==> config.mk <==
export PLATFORM = sky130hd
export DESIGN_NAME = bmpp_div
export DESIGN_NICKNAME = d
export VERILOG_FILES = /design/src/bmpp_pkg.sv /design/src/bmpp_div.sv
export SDC_FILE = /design/constraint.sdc
export NUM_CORES = 1
export LEC_CHECK = 0
export ABC_AREA = 1
export BUFFER_PORTS_ARGS = -buffer_cell sky130_fd_sc_hd__clkbuf_2
export CORE_MARGIN = 4
export CORE_UTILIZATION = 53
export CTS_BUF_LIST = sky130_fd_sc_hd__clkbuf_8
export DETAILED_ROUTE_END_ITERATION = 12
export HOLD_SLACK_MARGIN = 0.1
export PLACE_DENSITY = 0.75
export SLEW_MARGIN = 20
export SYNTH_ARGS = -nofsm -noshare
export SYNTH_HDL_FRONTEND = slang
export SYNTH_SLANG_ARGS = --single-unit
export TNS_END_PERCENT = 5
==> constraint.sdc <==
create_clock -name clk -period 3.3 [get_ports clk]
set_input_delay 0.165 -clock clk [delete_from_list [all_inputs] [get_ports clk]]
set_output_delay 0.165 -clock clk [all_outputs]
set_load 0.005 [all_outputs]
==> src/bmpp_pkg.sv <==
// Package for the bicycle path point predictor.
// Holds fixed-point widths, angle constants, register indexes and helper functions.
// Used by every module in src.
package bmpp_pkg;

	localparam int POS_W  = 20;
	localparam int ANG_W  = 16;
	localparam int TRIG_W = 18;
	localparam int CZ_W   = 20;
	localparam int DS_W   = 21;
	localparam int HEAD_W = 18;
	localparam int DPSI_W = 17;
	localparam int ACC_W  = 46;
	localparam int DVN_W  = 54;
	localparam int DVD_W  = 50;
	localparam int STEP_W = 5;

	localparam int MAX_STEPS_DEF = 31;

	localparam logic signed [ANG_W-1:0] ANG_LIMIT   = 16'sd19661;
	localparam logic signed [POS_W-1:0] PI_Q14      = 20'sd51472;
	localparam logic signed [POS_W-1:0] TWO_PI_Q14  = 20'sd102944;
	localparam logic signed [CZ_W-1:0]  PI_Q16      = 20'sd205887;
	localparam logic signed [CZ_W-1:0]  HALF_PI_Q16 = 20'sd102944;
	localparam logic signed [CZ_W-1:0]  CORDIC_K    = 20'sd39797;
	localparam logic signed [CZ_W-1:0]  ONE_Q16     = 20'sd65536;

	localparam logic [15:0] WHEELBASE_RST   = 16'd2867;
	localparam logic [19:0] PATH_LENGTH_RST = 20'd20480;
	localparam logic [4:0]  STEP_COUNT_RST  = 5'd20;
	localparam logic [15:0] HALF_WIDTH_RST  = 16'd1024;

	typedef logic [2:0] reg_idx_t;
	localparam reg_idx_t REG_WHEELBASE   = 3'd0;
	localparam reg_idx_t REG_PATH_LENGTH = 3'd1;
	localparam reg_idx_t REG_STEP_COUNT  = 3'd2;
	localparam reg_idx_t REG_HALF_WIDTH  = 3'd3;
	localparam reg_idx_t REG_OUTPUT_MODE = 3'd4;

	localparam logic [1:0] SIDE_CENTER = 2'd0;
	localparam logic [1:0] SIDE_LEFT   = 2'd1;
	localparam logic [1:0] SIDE_RIGHT  = 2'd2;

	function automatic logic signed [CZ_W-1:0] atan_q16(input logic [3:0] i);
		logic signed [CZ_W-1:0] r;
		unique case (i)
			4'd0: r = 20'sd51472;
			4'd1: r = 20'sd30386;
			4'd2: r = 20'sd16055;
			4'd3: r = 20'sd8150;
			4'd4: r = 20'sd4091;
			4'd5: r = 20'sd2047;
			4'd6: r = 20'sd1024;
			4'd7: r = 20'sd512;
			4'd8: r = 20'sd256;
			4'd9: r = 20'sd128;
			4'd10: r = 20'sd64;
			4'd11: r = 20'sd32;
			4'd12: r = 20'sd16;
			4'd13: r = 20'sd8;
			4'd14: r = 20'sd4;
			4'd15: r = 20'sd2;
			default: r = '0;
		endcase
		return r;
	endfunction

	// Rounds a Q.26 position to Q10.10 and saturates it to the field range.
	function automatic logic signed [POS_W-1:0] to_pos(input logic signed [ACC_W-1:0] v);
		logic signed [ACC_W-1:0] r;
		r = (v + ACC_W'(32768)) >>> 16;
		if (r > ACC_W'(524287)) begin
			return 20'sd524287;
		end else if (r < -ACC_W'(524288)) begin
			return -20'sd524288;
		end
		return r[POS_W-1:0];
	endfunction

endpackage

==> src/bmpp_div.sv <==
// Iterative restoring divider, one quotient bit per cycle.
// Depends on bmpp_pkg for its default widths.
module bmpp_div import bmpp_pkg::*; #(
	parameter int DVN = DVN_W,
	parameter int DVD = DVD_W
) (
	input  logic           clk,
	input  logic           arst_n,
	input  logic           start,
	input  logic [DVN-1:0] dividend,
	input  logic [DVD-1:0] divisor,
	output logic           busy,
	output logic           done,
	output logic [DVN-1:0] quotient,
	output logic [DVD-1:0] remainder
);

	localparam int CNT_W = $clog2(DVN);

	logic             busy_q, done_q;
	logic [CNT_W-1:0] cnt_q;
	logic [DVN-1:0]   quo_q;
	logic [DVD-1:0]   rem_q, div_q;
	logic [DVD:0]     trial, diff;
	logic             ge;

	assign trial = {rem_q, quo_q[DVN-1]};
	assign ge    = trial >= {1'b0, div_q};
	assign diff  = trial - {1'b0, div_q};

	always_ff @(posedge clk or negedge arst_n) begin
		if (!arst_n) begin
			busy_q <= 1'b0;
			done_q <= 1'b0;
			cnt_q  <= '0;
		end else if (start) begin
			busy_q <= 1'b1;
			done_q <= 1'b0;
			cnt_q  <= '0;
		end else if (busy_q) begin
			cnt_q <= cnt_q + 1'b1;
			if (cnt_q == CNT_W'(DVN - 1)) begin
				busy_q <= 1'b0;
				done_q <= 1'b1;
			end
		end else begin
			done_q <= 1'b0;
		end
	end

	always_ff @(posedge clk) begin
		if (start) begin
			quo_q <= dividend;
			div_q <= divisor;
			rem_q <= '0;
		end else if (busy_q) begin
			rem_q <= ge ? diff[DVD-1:0] : trial[DVD-1:0];
			quo_q <= {quo_q[DVN-2:0], ge};
		end
	end

	assign busy      = busy_q;
	assign done      = done_q;
	assign quotient  = quo_q;
	assign remainder = rem_q;

endmodule

---- After elaboration in Yosys (flattened, before gate mapping) ----
Cells that the tools add are included.
word-level totals
  word-level logic and storage cells ...... 23
  register bits ........................... 162
  output and inout bits ................... 106
  bits of input ports ..................... 107
operators by class
  multiplexer cells ....................... 11
  add/subtract/negate cells ............... 2
  reductions and logical operators ........ 1
  $lt $le $gt $ge ......................... 1
  equality and inequality tests ........... 2
operator list
  cell                   count
  $mux W54               2
  $ge A51 B50 Y1         1
  $mux W50               1
  $sub A50 B50 Y50       1
  $mux W6                2
  $add A6 B1 Y6 const B  1
  $eq A6 B6 Y1 const B   1
  $mux W1                6
  $ne A3 B2 Y1 const B   1
  $reduce_bool A2 Y1     1

---- Longest topological paths before layout ----
  depth after elaboration ................. 4
  mapped depth ............................ 18
  depth with buffers taken out ............ 18

---- Worst setup path after synthesis ----
OpenSTA, ideal clock, no wires.
  path type ............................... register -> register
  from .................................... register busy_q, in the netlist busy
  to ...................................... register quo_q[0], in the netlist quotient[0], enable pin
  arrival ................................. 2.447 ns
  stages on the path, launching flop included .. 4
  buffers on the path ..................... 1
  data required time ...................... 2.860 ns
  setup time .............................. 0.440 ns
  clock period less this slack ............ 2.887 ns
  setup slack ............................. 0.413 ns
  cell sequence ........................... dfrtp_1 nor2_1 inv_1 clkbuf_1
between the ends
  longest elaborated chain between the ends .. 1
RTL lines
  item                          RTL line        text
  start: declaration            bmpp_div.sv:20  logic busy_q, done_q;
  start signal: assignment      bmpp_div.sv:33  busy_q <= 1'b0;
  start signal: assignment      bmpp_div.sv:37  busy_q <= 1'b1;
  start signal: assignment      bmpp_div.sv:43  busy_q <= 1'b0;
  $reduce_bool A2 Y1 (no line)  n/a
  end signal: assignment        bmpp_div.sv:53  quo_q <= dividend;
  end signal: assignment        bmpp_div.sv:58  quo_q <= {quo_q[DVN-2:0], ge};
  end: declaration              bmpp_div.sv:22  logic [DVN-1:0] quo_q;
No other way between the ends.
A chain may end at the register's enable or synchronous reset.

---- Worst setup path after layout ----
  from .................................... register div_q[25]
  to ...................................... register rem_q[36], in the netlist remainder[36]
between the ends
  longest elaborated chain between the ends .. 2
  elaborated cells on any way between the ends .. 3
  those cells by class .................... 1 x add/sub; 1 x order compare; 1 x mux
RTL lines
  item                                                RTL line                        text
  start: declaration                                  bmpp_div.sv:23                  logic [DVD-1:0] rem_q, div_q;
  start signal: assignment                            bmpp_div.sv:54                  div_q <= divisor;
  $sub A50 B50 Y50 or $ge A51 B50 Y1 (tied branches)  bmpp_div.sv:29, bmpp_div.sv:28
  $mux W50 *                                          bmpp_div.sv:57                  rem_q <= ge ? diff[DVD-1:0] : trial[DVD-1:0];
  end signal: assignment                              bmpp_div.sv:57
  end: declaration                                    bmpp_div.sv:23
Mark *: on every way between the ends. The rest lies on a longest branch, timed or not.

==> metrics.md <==
| Metric | Value |
|---|---|
| Status | complete, no violations |
| Most frequent cell on the critical path | nand2_1 |
| Final clock skew | roughly 25 ps |
| Detailed placement HPWL | 26500 um |
| Leakage | 7.71 nW |
| Row cnt | 52 |
| Post-synth EDFFs | 104 |
| RSZ-0062 raised after global routing | no |
| Initial Utilization | 54.4% |
| VDD IR max | 408 uV |
| HP Class | in2reg |
| # nets final | about 2.2k |
| Drt pass-1 iters | 7 |
| Root Buffer | clkbuf_8 |
| Slowest CP cell | buf_4 |
| Die ar. | 0.0234 mm^2 |
| Via-to-Cell Ratio | 5.08 |
| Largest net degree at the start of global routing | 71 |
| Inst Count DP | 2135 |
| #FFs+latches synth | approximately 160 |
| Max-cap violations | 0 |
| Sequential element share of the synthesized area | 38.9% |
| Arrival @ worst endpoint | 3100 ps |
| Area Overhead vs Synth | 24.9% |
| CTS tree | done |
| Yosys cell types | 36 |
| Netlist Area Pre-Place | 0.0111 mm^2 |
| Port-buffer cells | 212 |
| Height of the die | 153 um |
| Cts repair resizes | 0 |
| Syn. warnings | 0 |
| Cell Count, Final, Fillers Out | 2273 |
| H-tree lvl count | 4 |
| GPL Wtd Cong | 1.04 |
| Initial antenna violation count | 0 |
| Slew HR | 36.2% |
| Slew Limit Fails | 0 |
| Clk sinks | 162 |
| Req. time, crit path | approximately 3700 ps |
| Final instance area | 0.0139 mm^2 |
| First-pass GRT wire length | 58300 um |
| Setup crit end kind | register |
| Syn avg cell area | ~6.6 um^2 |
| Ant. Diodes | 0 |
| Dpl ws | roughly 660 ps |
| CTS max path bufs | 2 |
| Share of cells above drive strength 1 | 13.5% |
| Slew @ Worst Pin | 956 ps |
| Worst setup path class | reg2reg |
| Fin Setup TNS | 0 ps |
| Leading cell type in the layout, fill and taps excluded | nand2_1 |
| Post-layout minimum cycle time | between 2000 and 3000 ps |
| Top_reg_cell synth | edfxtp_1 |
| Inserted Clock Buffers | 17 |
| Final Setup Violations | 0 |
| Via count | 11.6k |
| Final worst-path cycle share | between 80% and 90% |
| Commonest cells after routing, fill and taps aside | nand2_1, inv_1, clkbuf_2, nand3_1, dlygate4sd3_1 |
| Hold Slack | 178 ps |
| Placed cell areas | about 0.012 mm^2 |
| Routed Antenna Nets | 0 |
| Worst Path Max Fanout | 51 |
| Met3 Wirelength | 3280 um |
| Remaining DRCs | 0 |
| Wl on met1 | 15100 um |
| Mapped Cells | 1680 |
| PwrDens | 726 mW/mm^2 |
| Startpoint types | register |
| Final Util | 68.0% |
| Fillers | between 1.5k and 2k |
| Clk_lat worst skew | about 480 ps |
| GRT Total Usage | 30.9% |
| Core area | approximately 0.020 mm^2 |
| Remaining global-route overflow | 0 |
| # IOs | 213 |
| Slack of the critical path | 564 ps |
| Fmax | ~0.37 GHz |
| Final wirelength | 36500 um |
| Reg clk slew, reported paths | 110 ps |
| Max stage delay on crit path | between 500 and 600 ps |
| Uppermost layer routed | met4 |
| Vias in the first global route | 11.3k |
| Die W | between 150 and 200 um |
| Drt wl/cell | between 15 and 20 um |
| Asr flop ratio synth | 4.94% |
| Final Hold Viols | 0 |
| Cell Chain, Critical Path | inv_1 -> ha_1 -> nand2_1 -> inv_1 -> a21oi_1 -> nand2_1 -> nand2_1 -> a21oi_2 -> nor2_4 -> buf_4 -> nand3_1 -> nand2_1 -> inv_1 -> nand2_1 -> nand2_1 |
| Met2 wire length | 17000 um |
| Power Total | 10.1 mW |
| 1st-iter DRT viols | 770 |
| Post-Syn Nets | around 1.8k |
## timing repair
action | in CTS | in global routing
hold endpoints to repair | 112 | 0
hold buffers | 106 | 0
buffers inserted | 0 | 0
## synthesized netlist by cell type (2+ instances only)
library cell	instances	area [um^2]
o21ai_1	26	130
edfxtp_1	104	3120
and2_1	3	18.8
buf_6	5	56.3
nand2_1	687	2580
clkbuf_1	16	60.1
ha_1	52	651
dfrtp_1	8	200
nor3_1	12	60.1
o21a_1	2	15.0
o21bai_1	5	37.5
xnor2_1	23	201
nand3b_1	6	45.0
a21oi_1	33	165
inv_2	3	11.3
o21ai_0	8	40.0
nand3_1	149	746
nor2_1	107	402
a21oi_2	2	17.5
inv_1	335	1260
buf_1	2	7.51
buf_2	13	65.1
dfxtp_1	50	1000
nor2_2	5	31.3
nand4_1	13	81.3
## power by group
part / leakage [nW] / internal (mW) / switching, mW
clock network: 0.201 / 0.572 / 0.925
registers: 1.60 / 2.57 / 0.341
logic: 5.90 / 2.03 / 3.64
total: 7.71 / 5.18 / 4.90
## layout make-up
class                   instances  area [um^2]  area share, %
flip-flops and latches        162         4320           31.1
well taps                     270          338           2.43
clock buffers                  17          234           1.68
repair buffers                327         2220           16.0
clock inverters                15          161           1.16
inverters                     338         1270           9.14
multi-input cells            1144         5340           38.5
## cells by family (layout without fill, tap and decap cells)
group                    after synthesis  in the layout  synth area share [%]
XOR/XNOR                              24             24                  1.89
buffers and inverters                374            697                  13.1
flip-flops                           162            162                  38.9
adder cells (fa/ha/maj)               53             53                  6.03
AND/OR/NAND/NOR                      989            989                  36.3
AO/OA/AOI/OAI                         78             78                  3.76
## path summary, 6_finish.rpt
| kind | startpoint | endpoint | slack (ps) | cells after the start |
|---|---|---|---|---|
| max in group asynchronous | arst_n | cnt_q[4] | 2370 | 3 |
| min reg2reg | remainder[28] | remainder[28] | 500 | 2 |
| min | start | div_q[20] | 180 | 1 |
| min in group asynchronous | arst_n | cnt_q[3] | 650 | 3 |
| max | div_q[25] | remainder[36] | 560 | 15 |
| max reg2reg | div_q[25] | remainder[36] | 560 | 15 |
## sequential cells by signal, indices dropped and copies added (netlist names)
name / flops
remainder: 50
done: 1
busy: 1
quotient: 54
cnt_q: 6
div_q: 50
## worst max-delay path, delay by kind of cell, from the launching register on
kind | cells | cell delay [ps]
buffers and inverters | 4 | 690
adders and majority gates | 1 | 280
and+or+nand+nor | 8 | 920
AOI/OAI and AO/OA | 2 | 310
DFF | 1 | 370
## routing by layer
| metal | global-route usage [%] | up-vias |
|---|---|---|
| li1 | - | 5766 |
| met1 | 40.4 | 5184 |
| met2 | 51.4 | 533 |
| met3 | 6.84 | 73 |
| met4 | 10.3 | 0 |
| met5 | 0 | - |
Note: power is estimated with default switching activity, not from simulation.
