**config.mk**
```make
export PLATFORM = sky130hd
export DESIGN_NAME = bmpp_cordic
export DESIGN_NICKNAME = d
export VERILOG_FILES = /design/src/bmpp_pkg.sv /design/src/bmpp_cordic.sv
export SDC_FILE = /design/constraint.sdc
export NUM_CORES = 1
export LEC_CHECK = 0
export ABC_AREA = 1
export BUFFER_PORTS_ARGS = -buffer_cell sky130_fd_sc_hd__buf_2
export CORE_ASPECT_RATIO = 1.2
export CORE_MARGIN = 3
export CORE_UTILIZATION = 55
export CTS_CLUSTER_DIAMETER = 200
export DETAILED_ROUTE_END_ITERATION = 16
export PLACE_DENSITY = 0.84
export RECOVER_POWER = 100
export SLEW_MARGIN = 20
export SYNTH_ARGS = -nofsm -noshare
export SYNTH_HDL_FRONTEND = slang
export SYNTH_SLANG_ARGS = --single-unit
```
**constraint.sdc**
```tcl
create_clock -name clk -period 9.5 [get_ports clk]
set_input_delay 1.425 -clock clk [delete_from_list [all_inputs] [get_ports clk]]
set_output_delay 1.425 -clock clk [all_outputs]
set_load 0.01 [all_outputs]
```
**src/bmpp_pkg.sv**
```systemverilog
// Package for the bicycle path point predictor.
// Holds fixed-point widths, angle constants, register indexes and helper functions.
// Used by every module in src.
package bmpp_pkg;

	localparam int POS_W  = 20;
	localparam int ANG_W  = 16;
	localparam int TRIG_W = 18;
	localparam int CZ_W   = 20;
	localparam int DS_W   = 21;
	localparam int HEAD_W = 18;
	localparam int DPSI_W = 17;
	localparam int ACC_W  = 46;
	localparam int DVN_W  = 54;
	localparam int DVD_W  = 50;
	localparam int STEP_W = 5;

	localparam int MAX_STEPS_DEF = 31;

	localparam logic signed [ANG_W-1:0] ANG_LIMIT   = 16'sd19661;
	localparam logic signed [POS_W-1:0] PI_Q14      = 20'sd51472;
	localparam logic signed [POS_W-1:0] TWO_PI_Q14  = 20'sd102944;
	localparam logic signed [CZ_W-1:0]  PI_Q16      = 20'sd205887;
	localparam logic signed [CZ_W-1:0]  HALF_PI_Q16 = 20'sd102944;
	localparam logic signed [CZ_W-1:0]  CORDIC_K    = 20'sd39797;
	localparam logic signed [CZ_W-1:0]  ONE_Q16     = 20'sd65536;

	localparam logic [15:0] WHEELBASE_RST   = 16'd2867;
	localparam logic [19:0] PATH_LENGTH_RST = 20'd20480;
	localparam logic [4:0]  STEP_COUNT_RST  = 5'd20;
	localparam logic [15:0] HALF_WIDTH_RST  = 16'd1024;

	typedef logic [2:0] reg_idx_t;
	localparam reg_idx_t REG_WHEELBASE   = 3'd0;
	localparam reg_idx_t REG_PATH_LENGTH = 3'd1;
	localparam reg_idx_t REG_STEP_COUNT  = 3'd2;
	localparam reg_idx_t REG_HALF_WIDTH  = 3'd3;
	localparam reg_idx_t REG_OUTPUT_MODE = 3'd4;

	localparam logic [1:0] SIDE_CENTER = 2'd0;
	localparam logic [1:0] SIDE_LEFT   = 2'd1;
	localparam logic [1:0] SIDE_RIGHT  = 2'd2;

	function automatic logic signed [CZ_W-1:0] atan_q16(input logic [3:0] i);
		logic signed [CZ_W-1:0] r;
		unique case (i)
			4'd0: r = 20'sd51472;
			4'd1: r = 20'sd30386;
			4'd2: r = 20'sd16055;
			4'd3: r = 20'sd8150;
			4'd4: r = 20'sd4091;
			4'd5: r = 20'sd2047;
			4'd6: r = 20'sd1024;
			4'd7: r = 20'sd512;
			4'd8: r = 20'sd256;
			4'd9: r = 20'sd128;
			4'd10: r = 20'sd64;
			4'd11: r = 20'sd32;
			4'd12: r = 20'sd16;
			4'd13: r = 20'sd8;
			4'd14: r = 20'sd4;
			4'd15: r = 20'sd2;
			default: r = '0;
		endcase
		return r;
	endfunction

	// Rounds a Q.26 position to Q10.10 and saturates it to the field range.
	function automatic logic signed [POS_W-1:0] to_pos(input logic signed [ACC_W-1:0] v);
		logic signed [ACC_W-1:0] r;
		r = (v + ACC_W'(32768)) >>> 16;
		if (r > ACC_W'(524287)) begin
			return 20'sd524287;
		end else if (r < -ACC_W'(524288)) begin
			return -20'sd524288;
		end
		return r[POS_W-1:0];
	endfunction

endpackage

```
**src/bmpp_cordic.sv**
```systemverilog
// Sixteen-iteration rotation CORDIC giving sine and cosine in Q.16.
// Depends on bmpp_pkg for the arctangent table and angle constants.
module bmpp_cordic import bmpp_pkg::*; (
	input  logic                     clk,
	input  logic                     arst_n,
	input  logic                     start,
	input  logic signed [CZ_W-1:0]   angle,
	output logic                     busy,
	output logic                     done,
	output logic signed [TRIG_W-1:0] sin_v,
	output logic signed [TRIG_W-1:0] cos_v
);

	logic                   busy_q, done_q, neg_q;
	logic [3:0]             cnt_q;
	logic signed [CZ_W-1:0] x_q, y_q, z_q, dx, dy, za;
	logic signed [CZ_W-1:0] fold;
	logic                   fneg;

	always_comb begin
		fold = angle;
		fneg = 1'b0;
		if (angle > HALF_PI_Q16) begin
			fold = angle - PI_Q16;
			fneg = 1'b1;
		end else if (angle < -HALF_PI_Q16) begin
			fold = angle + PI_Q16;
			fneg = 1'b1;
		end
	end

	assign dx = y_q >>> cnt_q;
	assign dy = x_q >>> cnt_q;
	assign za = atan_q16(cnt_q);

	always_ff @(posedge clk or negedge arst_n) begin
		if (!arst_n) begin
			busy_q <= 1'b0;
			done_q <= 1'b0;
			cnt_q  <= '0;
		end else if (start) begin
			cnt_q  <= '0;
			busy_q <= (angle != '0);
			done_q <= (angle == '0);
		end else if (busy_q) begin
			cnt_q <= cnt_q + 1'b1;
			if (cnt_q == 4'd15) begin
				busy_q <= 1'b0;
				done_q <= 1'b1;
			end
		end else begin
			done_q <= 1'b0;
		end
	end

	always_ff @(posedge clk) begin
		if (start) begin
			if (angle == '0) begin
				x_q   <= ONE_Q16;
				y_q   <= '0;
				z_q   <= '0;
				neg_q <= 1'b0;
			end else begin
				x_q   <= CORDIC_K;
				y_q   <= '0;
				z_q   <= fold;
				neg_q <= fneg;
			end
		end else if (busy_q) begin
			if (z_q >= 0) begin
				x_q <= x_q - dx;
				y_q <= y_q + dy;
				z_q <= z_q - za;
			end else begin
				x_q <= x_q + dx;
				y_q <= y_q - dy;
				z_q <= z_q + za;
			end
		end
	end

	logic signed [CZ_W-1:0] s_full, c_full;
	assign s_full = neg_q ? -y_q : y_q;
	assign c_full = neg_q ? -x_q : x_q;
	assign sin_v  = s_full[TRIG_W-1:0];
	assign cos_v  = c_full[TRIG_W-1:0];
	assign busy   = busy_q;
	assign done   = done_q;

endmodule
```
## Word-level counts from Yosys, hierarchy flattened

Memory sizes are Yosys's and may differ from the RTL's.
Cells that the tools add are included.

| storage, ports and cells | value |
|---|---|
| register bits after elaboration | 67 |
| latch bits | 0 |
| RAM bits | 0 |
| ROM bits | 256 |
| output and inout bits | 38 |
| memories | 1 |

| operators by class | value |
|---|---|
| add/sub/neg operators | 11 |
| multiply operators | 0 |
| div/mod/pow operators | 0 |
| $lt $le $gt $ge | 3 |
| eq/ne operators | 2 |
| shift operators | 2 |
| multiplexer cells | 23 |
| bitwise operators | 0 |
| reduce and logical (&&, ||, !) cells | 3 |

Memory list:

| name | words | bits a word | rd ports | clocked after memory_dff | write ports | RTL line | source |
|---|---|---|---|---|---|---|---|
| (no name shown) | 16 | 16 | 1 | 0 | 0 | bmpp_pkg.sv:46 | `unique case (i)` |

Operators by type and width:

| kind | count |
|---|---|
| $mux W20 | 10 |
| $add A20 B20 Y20 | 3 |
| $sub A20 B20 Y20 | 3 |
| $sshr A20 B4 Y20 | 2 |
| $mux W18 | 2 |
| $neg A18 Y18 | 2 |
| $add A20 B19 Y20 const B | 1 |
| $ge A20 B1 Y1 const B | 1 |
| $gt A20 B18 Y1 const B | 1 |
| $logic_not A20 Y1 | 1 |
| $lt A20 B18 Y1 const B | 1 |
| $reduce_bool A20 Y1 | 1 |
| $sub A20 B19 Y20 const B | 1 |
| $mux W17 | 1 |
| $mux W1 | 8 |
| $mux W4 | 2 |
| $add A4 B1 Y4 const B | 1 |
| $eq A4 B4 Y1 const B | 1 |
| $ne A3 B2 Y1 const B | 1 |
| $reduce_bool A2 Y1 | 1 |

## Depth between registers and ports, before layout

| logic depth | value |
|---|---|
| depth in word-level cells | 5 |
| gate-level depth with buffers | 29 |

## Worst setup path before layout

No wires, ideal clock.

| timing | value |
|---|---|
| path kind | register -> register |
| start point | register cnt_q[0] |
| end point | register x_q[17], data pin |
| setup time | 261 ps |
| arrival | 3673 ps |
| path slack | 5565 ps |
| cell stages (with the launch flop) | 26 |
| cells stage by stage | dfrtp_1 buf_6 buf_6 nand2_1 o21ai_1 mux2i_1 nand2_1 o211ai_1 mux2i_4 ha_1 inv_1 nor2_1 nand2_1 nor2_2 a31oi_1 xor2_1 ha_1 nand2_1 nor4_1 a21oi_1 o21ai_0 nand3_1 nand2_1 a21boi_0 o21ai_0 a21oi_1 |

| between the ends | value |
|---|---|
| longest elaborated chain between the ends | 5 |
| elaborated cells on any way between the ends | 6 |
| those cells by class | add/sub: 2; shift: 1; mux: 3 |

RTL lines:

| element | RTL line | source |
|---|---|---|
| start, declared | bmpp_cordic.sv:15 | `logic [3:0] cnt_q;` |
| start signal, assigned | bmpp_cordic.sv:46 | `cnt_q <= cnt_q + 1'b1;` |
| $sshr A20 B4 Y20 (*) | bmpp_cordic.sv:32 | `assign dx = y_q >>> cnt_q;` |
| $add A20 B20 Y20 or $sub A20 B20 Y20 (tied branches) | bmpp_cordic.sv:75, bmpp_cordic.sv:71 |  |
| $mux W20 (*) | bmpp_cordic.sv:70 | `if (z_q >= 0) begin` |
| $mux W20 (*) | bmpp_cordic.sv:69 | `end else if (busy_q) begin` |
| $mux W20 (*) | bmpp_cordic.sv:57 | `if (start) begin` |
| end signal, assigned | bmpp_cordic.sv:71 | `x_q <= x_q - dx;` |
| end signal, assigned | bmpp_cordic.sv:75 | `x_q <= x_q + dx;` |
| end, declared | bmpp_cordic.sv:16 | `logic signed [CZ_W-1:0] x_q, y_q, z_q, dx, dy, za;` |

Mark *: on every way between the ends. The rest lies on a longest branch, timed or not. The select of a mux whose other input is x is not followed.
A chain may end at the register's enable or synchronous reset.

## Worst setup path in the final report

| timing | value |
|---|---|
| start point | register cnt_q[1] |
| end point | register z_q[19], data pin |

| between the ends | value |
|---|---|
| longest elaborated chain between the ends | 5 |
| elaborated cells on any way between the ends | 6 |
| those cells by class | add/sub: 2; mux: 3; memory: 1 |

RTL lines:

| element | RTL line | source |
|---|---|---|
| $mem_v2 Z16 W16 (*) | -- |  |
| $add A20 B20 Y20 or $sub A20 B20 Y20 (tied branches) | bmpp_cordic.sv:77, bmpp_cordic.sv:73 |  |
| $mux W20 (*) | bmpp_cordic.sv:70 |  |
| $mux W20 (*) | bmpp_cordic.sv:69 |  |
| $mux W20 (*) | bmpp_cordic.sv:57 |  |
| end signal, assigned | bmpp_cordic.sv:66 | `z_q <= fold;` |
| end signal, assigned | bmpp_cordic.sv:73 | `z_q <= z_q - za;` |
| end signal, assigned | bmpp_cordic.sv:77 | `z_q <= z_q + za;` |
| end, declared | bmpp_cordic.sv:16 |  |

Marks and branches as above.

==> impl_metrics.toml <==
[floorplan]
rows = 53
dieHeight_um = 154
die-area_um2 = 19800
die_x_um = 129
initial_core_util_pct = 56.4
io_pins = 61
core_area_um2 = 17700

[sta]
worst_pin_slew_ps = 1950
hold_viol = 0
fin_crit_sh_pct = 62.8
setup_viol = 0
fin_skew_ps = 7.96
holdWs_ps = 527
slew_violations = 69
tns_ps = 0
rsz0062_at_grt = "no"
slew_headroom_pct = -29.8
fmax_mhz = 168
post-route-min-period_ps = 5970

[setup_path]
rr_worst_depth = 24
timing.rr.start = "cnt_q[1]"
cp.arrival_ps = 6060
rrSetupSlack_ps = 3530
r2r_end = "z_q[19]"
path_max_fanout = 38
worstSetupPathType = "register to register"
critPathRequiredTime_ps = 9590
critPathLaunchType = "register"
end_kind = "register"

[global_route]
antenna_found_initial = 0
grt-ovfl-total = 0
grt_max_degree = 63
grtUsageTotal_pct = 29.5
grt_pass1_wl_um = 48100
grt_pass1_vias = 10200

[yosys]
yosysSeqAreaShare_pct = 17.8
synthArstFlopShare_pct = 8.96
synth.area.top_cells = "nand2_1 15%, edfxtp_1 12%, ha_1 9.3%"
synth_xor_xnor_area_share_pct = 8.50
synth_cells = 1633
yosysUniqueCellTypes = 61
synth_compound_area_share_pct = 20.4
synth_area_um2 = 9990
synth_largest_area_cell = "nand2_1"
synth-edff-count = 41
yosys.area_share.simple_pct = 33.1
synth.area.mux_share_pct = 0.326
synth_fa_ha_area_share_pct = 9.87
synth_top_cells_by_count = "392 x nand2_1, 180 x inv_1, 161 x nand3_1"
ys.flop_type = "edfxtp_1"
synth-seq-cells = 67
yosysMostFrequentCell = "nand2_1"
synth_top_family_by_area = "simple AND/OR/NAND/NOR gates"
yosys_warnings = 0
synth_area_per_cell_um2 = 6.12
syn-num-nets = 1733
yosys.area.top_type_share_pct = 14.7

[power]
pwr-share-seq_pct = 15.6
power-per-cell-area_nw_per_um2 = 389
sw_frac_of_total_pct = 55.7
p_sw_mw = 2.30
power_mw = 4.12
intPower_mw = 1.83
clockPowerShare_pct = 8.7
share_comb_of_total_power_pct = 75.7
p_leak_nw = 5.13
ir_worst_vdd_mv = 0.212

[finish]
final_cells = 1881
diodes = 0
drive_above_1_share_pct = 4.39
seqCellArea_um2 = 1780
nFillCells = 1708
syn_to_final_growth_pct = 6.01
nets = 1756
multi_input_area_um2 = 7200

[place]
place.gp.congestion = 0.930
placed_cells = 1865
hpwl_um = 23000
place.port_buffers = 60

[min_path]
hold_depth = 2
hold_path.class = "register to register"
hold_end = "done"
hold_start = "done"

[clock_tree]
clk_latency_ps = 350
cts_buffers = 9
cts_max_level = 3
cts_hold_buffers = 0
cts_num_sinks = 67
cts_resized = 0
clk_pin_slew_ps = 60
cts_root_buffer = "clkbuf_16"
clockBufferDepth = 2
cts_tree = "done"
cts_setup_buffers = 0

[status]
status = "finished, violations left"
violations = "max-capacitance violations, max-slew violations"

[drt]
drt-total-wl_um = 29700
wl_per_cell_um = 15.8
firstDrtPassIters = 6
final_antenna_net_count = 0
vias_per_cell = 5.89
drc = 0
drt-initial-drc-count = 878
vias = 11100

[run]
cap_violations = 2
[power by group through the flow]
stage	clock [mW]	combinational, mW	sequential [mW]
after global routing	0.371	3.54	0.658
after CTS	0.361	3.10	0.638
after floorplan	0	2.43	0.568
after detailed placement	0	3.08	0.644
after global placement	0	3.01	0.639
final	0.359	3.12	0.644
[per-layer routing]
layer / vias up / GRT usage [%] / part of all wire [%]
li1: 5548 / - / -
met1: 5035 / 38.7 / 42
met2: 437 / 49.0 / 47
met3: 66 / 3.54 / 6.9
met4: 0 / 11.9 / 3.2
met5: - / 0 / 0
[cell type report]
class / instances / area share, %
Multi-Input combinational cell: 1320 / 68.0
Sequential cell: 67 / 16.8
Inverter: 190 / 6.73
Timing Repair Buffer: 68 / 2.85
Clock buffer: 12 / 2.73
Tap cell: 220 / 2.60
Clock inverter: 4 / 0.260
[state kept, by name, summed over array words and instances, names as in the netlist]
| name | count |
|---|---|
| cnt_q | 4 |
| z_q | 20 |
| x_q | 20 |
| busy | 1 |
| done | 1 |
| neg_q | 1 |
| y_q | 20 |
[through the flow]
step	util, %	worst slack, ps	area (um2)
CTS	60.2	4140	10700
global placement	58.4	4290	10300
finish	59.8	3530	10600
detailed placement	58.4	4160	10300
floorplan	-	5570	9990
global route	59.8	2960	10600
[logic make-up (layout without fill, tap and decap cells)]
logic type      after synthesis  after routing
buf+inv                     246            274
flops                        67             67
compound gates              368            368
xor+xnor                     97             97
mux                           2              2
fa+ha+maj                    77             77
simple gates                776            776
[layout by cell type (no fill, tap or decap), types with 22 or more instances in the layout]
master | Yosys | routed
xor2_1 | 68 | 68
o21ai_0 | 155 | 156
ha_1 | 74 | 74
clkbuf_1 | 28 | 41
inv_1 | 180 | 182
nor2_1 | 140 | 141
nand2_1 | 392 | 393
nand3_1 | 161 | 161
nor3_1 | 27 | 27
o22ai_1 | 23 | 23
a21oi_1 | 109 | 109
xnor2_1 | 29 | 29
buf_2 | 12 | 22
edfxtp_1 | 41 | 41
[worst max-delay path, cell delays in order, from the launching register on]
cell     delay, ps
dfrtp_1        770
inv_1         1000
ha_1           330
nor2_1          90
nor2_1         130
nand2_1        100
inv_1           80
ha_1           140
inv_1           50
nor3_1         380
nand3_1        150
nor2_1         120
nand2_1        100
o21ai_0        430
xor2_1         250
ha_1           310
a21oi_1        150
o21ai_0        140
a21oi_1        190
nand3_1        160
a21o_1         190
a21oi_1        140
a21oi_1         80
o21ai_0        140
nand2_1         60
[worst max-delay path by stage]
stage	startpoint	depth (start not counted)	endpoint
after global routing	cnt_q[1]	24	x_q[17]
after CTS	cnt_q[1]	22	x_q[17]
final	cnt_q[1]	24	z_q[19]
after floorplan	cnt_q[0]	25	x_q[17]
after global placement	cnt_q[0]	22	z_q[19]
after detailed placement	cnt_q[1]	22	x_q[17]
Power figures use the tool's default switching activity.
